## config.mk

```make
export PLATFORM = sky130hd
export DESIGN_NAME = qwf_out_fifo
export DESIGN_NICKNAME = d
export VERILOG_FILES = /design/src/hdl/qwf_pkg.sv /design/src/hdl/qwf_out_fifo.sv
export SDC_FILE = /design/constraint.sdc
export NUM_CORES = 1
export LEC_CHECK = 0
export ABC_AREA = 1
export BUFFER_PORTS_ARGS = -buffer_cell sky130_fd_sc_hd__buf_2
export CAP_MARGIN = 0
export CORE_MARGIN = 2
export CORE_UTILIZATION = 50
export DETAILED_ROUTE_END_ITERATION = 8
export PLACE_DENSITY = 0.71
export SYNTH_ARGS = -nofsm -noshare
export SYNTH_HDL_FRONTEND = slang
export SYNTH_SLANG_ARGS = --single-unit
```

## constraint.sdc

```tcl
create_clock -name i_clk -period 7 [get_ports i_clk]
set_input_delay 0.7 -clock i_clk [delete_from_list [all_inputs] [get_ports i_clk]]
set_output_delay 0.7 -clock i_clk [all_outputs]
set_load 0.01 [all_outputs]
```

## src/hdl/qwf_pkg.sv

```systemverilog
// Shared constants, types and helpers of the 4-mer window filter.
package qwf_pkg;

    localparam int MAX_QUERY_DEF = 1024;
    localparam int POS_WIDTH_DEF = 32;

    localparam int HIST_BINS = 256;
    localparam int BIN_W     = 8;
    localparam int CNT_W     = 10;
    localparam logic [CNT_W-1:0] CNT_MAX = 10'd1023;

    localparam int SCORE_W = 11;
    localparam logic [SCORE_W-1:0] SCORE_MAX = 11'd2047;
    localparam int SCORE_BIAS = 3;
    localparam int MIN_QUERY  = 5;

    localparam int CFG_W = 11;
    localparam logic CFG_THRESHOLD = 1'b0;
    localparam logic CFG_QUERY_LEN = 1'b1;
    localparam logic [CFG_W-1:0] THRESHOLD_RST = 11'd1;
    localparam logic [CFG_W-1:0] QUERY_LEN_RST = 11'd64;

    localparam logic [1:0] REQ_QUERY = 2'd0;
    localparam logic [1:0] REQ_DB    = 2'd1;
    localparam logic [1:0] REQ_END   = 2'd2;
    localparam logic [1:0] REQ_CLEAR = 2'd3;

    localparam logic [7:0] CHAR_A = 8'h41;
    localparam logic [7:0] CHAR_C = 8'h43;
    localparam logic [7:0] CHAR_G = 8'h47;
    localparam logic [7:0] CHAR_T = 8'h54;

    localparam int RES_W     = 32;
    localparam int OUT_W     = 2 * RES_W;
    localparam int OUT_DEPTH = 4;

    typedef struct packed {
        logic             en;
        logic [BIN_W-1:0] addr;
        logic [CNT_W-1:0] data;
    } t_hist_wr;

    function automatic logic [1:0] code_of(input logic [7:0] c);
        logic [1:0] r;
        unique case (c)
            CHAR_A:  r = 2'd0;
            CHAR_C:  r = 2'd1;
            CHAR_G:  r = 2'd2;
            CHAR_T:  r = 2'd3;
            default: r = 2'd0;
        endcase
        return r;
    endfunction

endpackage

```

## src/hdl/qwf_out_fifo.sv

```systemverilog
// Small result queue between the scoring pipeline and the output stream.
module qwf_out_fifo (
    input  logic                        i_clk,
    input  logic                        i_rst_n,
    input  logic                        i_push,
    input  logic [qwf_pkg::OUT_W-1:0]   i_data,
    output logic                        o_valid,
    input  logic                        i_ready,
    output logic [qwf_pkg::OUT_W-1:0]   o_data,
    output logic [$clog2(qwf_pkg::OUT_DEPTH):0] o_count
);

    localparam int PW = $clog2(qwf_pkg::OUT_DEPTH);

    logic [qwf_pkg::OUT_W-1:0] mem [qwf_pkg::OUT_DEPTH];
    logic [PW-1:0] r_wp;
    logic [PW-1:0] r_rp;
    logic [PW:0]   r_cnt;
    logic          w_pop;

    assign o_valid = (r_cnt != '0);
    assign w_pop   = o_valid && i_ready;
    assign o_data  = mem[r_rp];
    assign o_count = r_cnt;

    always_ff @(posedge i_clk) begin
        if (i_push) begin
            mem[r_wp] <= i_data;
        end
    end

    always_ff @(posedge i_clk) begin
        if (!i_rst_n) begin
            r_wp  <= '0;
            r_rp  <= '0;
            r_cnt <= '0;
        end else begin
            if (i_push) begin
                r_wp <= r_wp + 1'b1;
            end
            if (w_pop) begin
                r_rp <= r_rp + 1'b1;
            end
            if (i_push && !w_pop) begin
                r_cnt <= r_cnt + 1'b1;
            end else if (!i_push && w_pop) begin
                r_cnt <= r_cnt - 1'b1;
            end
        end
    end

endmodule

```

==> metrics.yaml <==
power.share.sequential: 0.479
io_buffers: 135
postRouteAntennaNets: 0
h-tree-depth: 1
cp_num_buf_inv: 3
dp_cells: 1048
cp-start-kind: "flop"
peakVddDrop_v: 0.000221
core.rowCount: 51
cts_tree: "yes"
drc: 0
dp_hpwl_mm: 10.7
tns_ns: 0
coreArea_um2: 19500
critPathKind: "flop to output pin"
final_common_cell: "edfxtp_1"
path_max_fanout: 69
yosysSeqAreaShare: 0.790
synth.avg_cell_area_um2: 14.6
clkPwrFrac: 0.315
grt_pass1_vias: 5764
post-route-util: 0.590
switching_power_mw: 1.13
drive_gt1_frac: 0.222
grt_overflow: 0
min_path_type: "input port to flop"
grt_use_total: 0.183
synthCells: 681
slowest_delay_ns: 0.64
relSlewSlack: 0.367
fin_crit_sh: 0.510
synth_seq_cells: 265
clk_latency_ns: 0.52
worstPathArrival_ns: 2.87
cts_setup_buffers: 0
cp-end-kind: "output pin"
finalCriticalPeriod_ns: 3.57
rsz0062_at_grt: "false"
max_freq_ghz: 0.280
critPathTopFamily: "buffers and inverters"
synth_nets: 755
mostFrequentLayoutCells: "edfxtp_1 (256), buf_2 (135), nor2_1 (134), o21ai_0 (75), o22ai_1 (64)"
numCtsBuffers: 26
yosys.cell_types.count: 20
path_cells: "inv_4, buf_4, o21ai_0, o22ai_1, buf_2"
pwr-share-comb: 0.205
io_pins: 136
cap_viol_max_count: 0
drt_iter0_drc: 395
critPathSlowestCell: "buf_4"
die_w_um: 145
wl_mm: 19.5
yosysWarnings: 0
dieHeight_um: 145
p_int_mw: 2.80
grt_max_degree: 70
clock_skew_ns: 0.0130
via_per_inst: 5.42
leakagePower_nw: 4.06
setup_viol: 0
pwr_density_cell_nw_per_um2: 341
final_cells: 1098
cts_buffer_depth: 3
antenna_found_initial: 2
vias: 5948
netlist_area_um2: 9960
die_area_um2: 21100
crit_required_ns: 6.30
place_congestion: 0.716
cts_sinks: 265
clockRootBuffer: "clkbuf_16"
grt_pass1_wl_mm: 30.6
firstDrtPassIters: 5
worst_pin_slew_ns: 0.949
final_max_slew_viol_count: 0
nNetsFinal: 885
start_util: 0.510
holdBufCountCts: 0
outcome: "finished clean"
finalHoldViolCount: 0
switching_share: 0.286
cts.repair.resized: 0
avgRoutedWirePerCell_um: 17.8
area_growth_pct: 15.7
path_clk_slew_ns: 0.06
## metrics by stage
stage	hold WS [ns]	worst slack, ns	cell area [µm²]	power, mW
detailed placement	0.488	3.92	10700	2.73
CTS	0.374	3.39	11500	3.97
finish	0.391	3.43	11500	3.93
global placement	0.482	3.98	10700	2.71
global route	0.380	3.14	11500	4.13
floorplan	0.465	4.60	9960	2.45
## cell type report
class | instances | area, µm²
fillers | 1540 | 8010
flip-flops and latches | 265 | 7870
multi-input cells | 359 | 1750
repair buffers | 143 | 736
clock buffers | 33 | 698
well taps | 265 | 332
clock inverters | 14 | 66.3
inverters | 16 | 62.6
diodes | 3 | 7.51
## final timing paths
path / cells after the start / slack (ns) / end / from
setup / recovery: 5 / 3.43 / o_data[59] / flop
hold / removal: 1 / 0.39 / mem[2][52] / i_data[52]
setup reg to reg: 5 / 4.77 / mem[2][2] / r_wp[0]
hold reg to reg: 2 / 0.49 / flop / r_rp[1]
## worst reg2reg max path, stage by stage (launching register included)
cell,delay (ns)
dfxtp_1,0.32
inv_1,0.11
ha_1,0.17
nand2_1,0.07
inv_2,0.58
buf_4,0.60
## power groups by stage
stage / sequential, mW / clock, mW / combinational (mW)
after floorplan: 1.88 / 0 / 0.571
after global placement: 1.92 / 0 / 0.799
after detailed placement: 1.92 / 0 / 0.812
after CTS: 1.88 / 1.26 / 0.817
after global routing: 1.89 / 1.33 / 0.900
final: 1.88 / 1.24 / 0.807
## cell usage after synthesis (all sizes together)
cell      n  area (µm²)
nor2    134         503
buf      24         215
a21oi     5        25.0
clkbuf   17        67.6
fa        1        20.0
o22ai    64         400
inv      15        58.8
edfxtp  256        7690
xor2      1        8.76
clkinv    1        3.75
o21ai   131         656
ha        5        62.6
dfxtp     9         180
nand2    15        56.3
nand3     3        15.0
## cells by family (layout without fill, tap and decap cells)
family | after synthesis | after routing | synth area share
DFF | 265 | 265 | 0.790
AOI/OAI and AO/OA | 200 | 200 | 0.109
and+or+nand+nor | 152 | 152 | 0.0577
buffers and inverters | 57 | 206 | 0.0347
adders and majority gates | 6 | 6 | 0.00829
xor gates and xnor gates | 1 | 1 | 0.000880
other | 0 | 3 | 0
## state kept, by name, summed over array words and instances (netlist names), named ones only
name,cells
mem,256
r_wp,2
o_count,3
r_rp,2
## routing by layer
metal  up-vias  GRT usage  part of all wire
met3        27     0.0387             0.064
li1       2822          -                 -
met4         2     0.0436             0.016
met1      2933      0.249              0.44
met5         -          0           0.00056
met2       164      0.306              0.48
No activity file was read; power rests on OpenSTA's default activity.
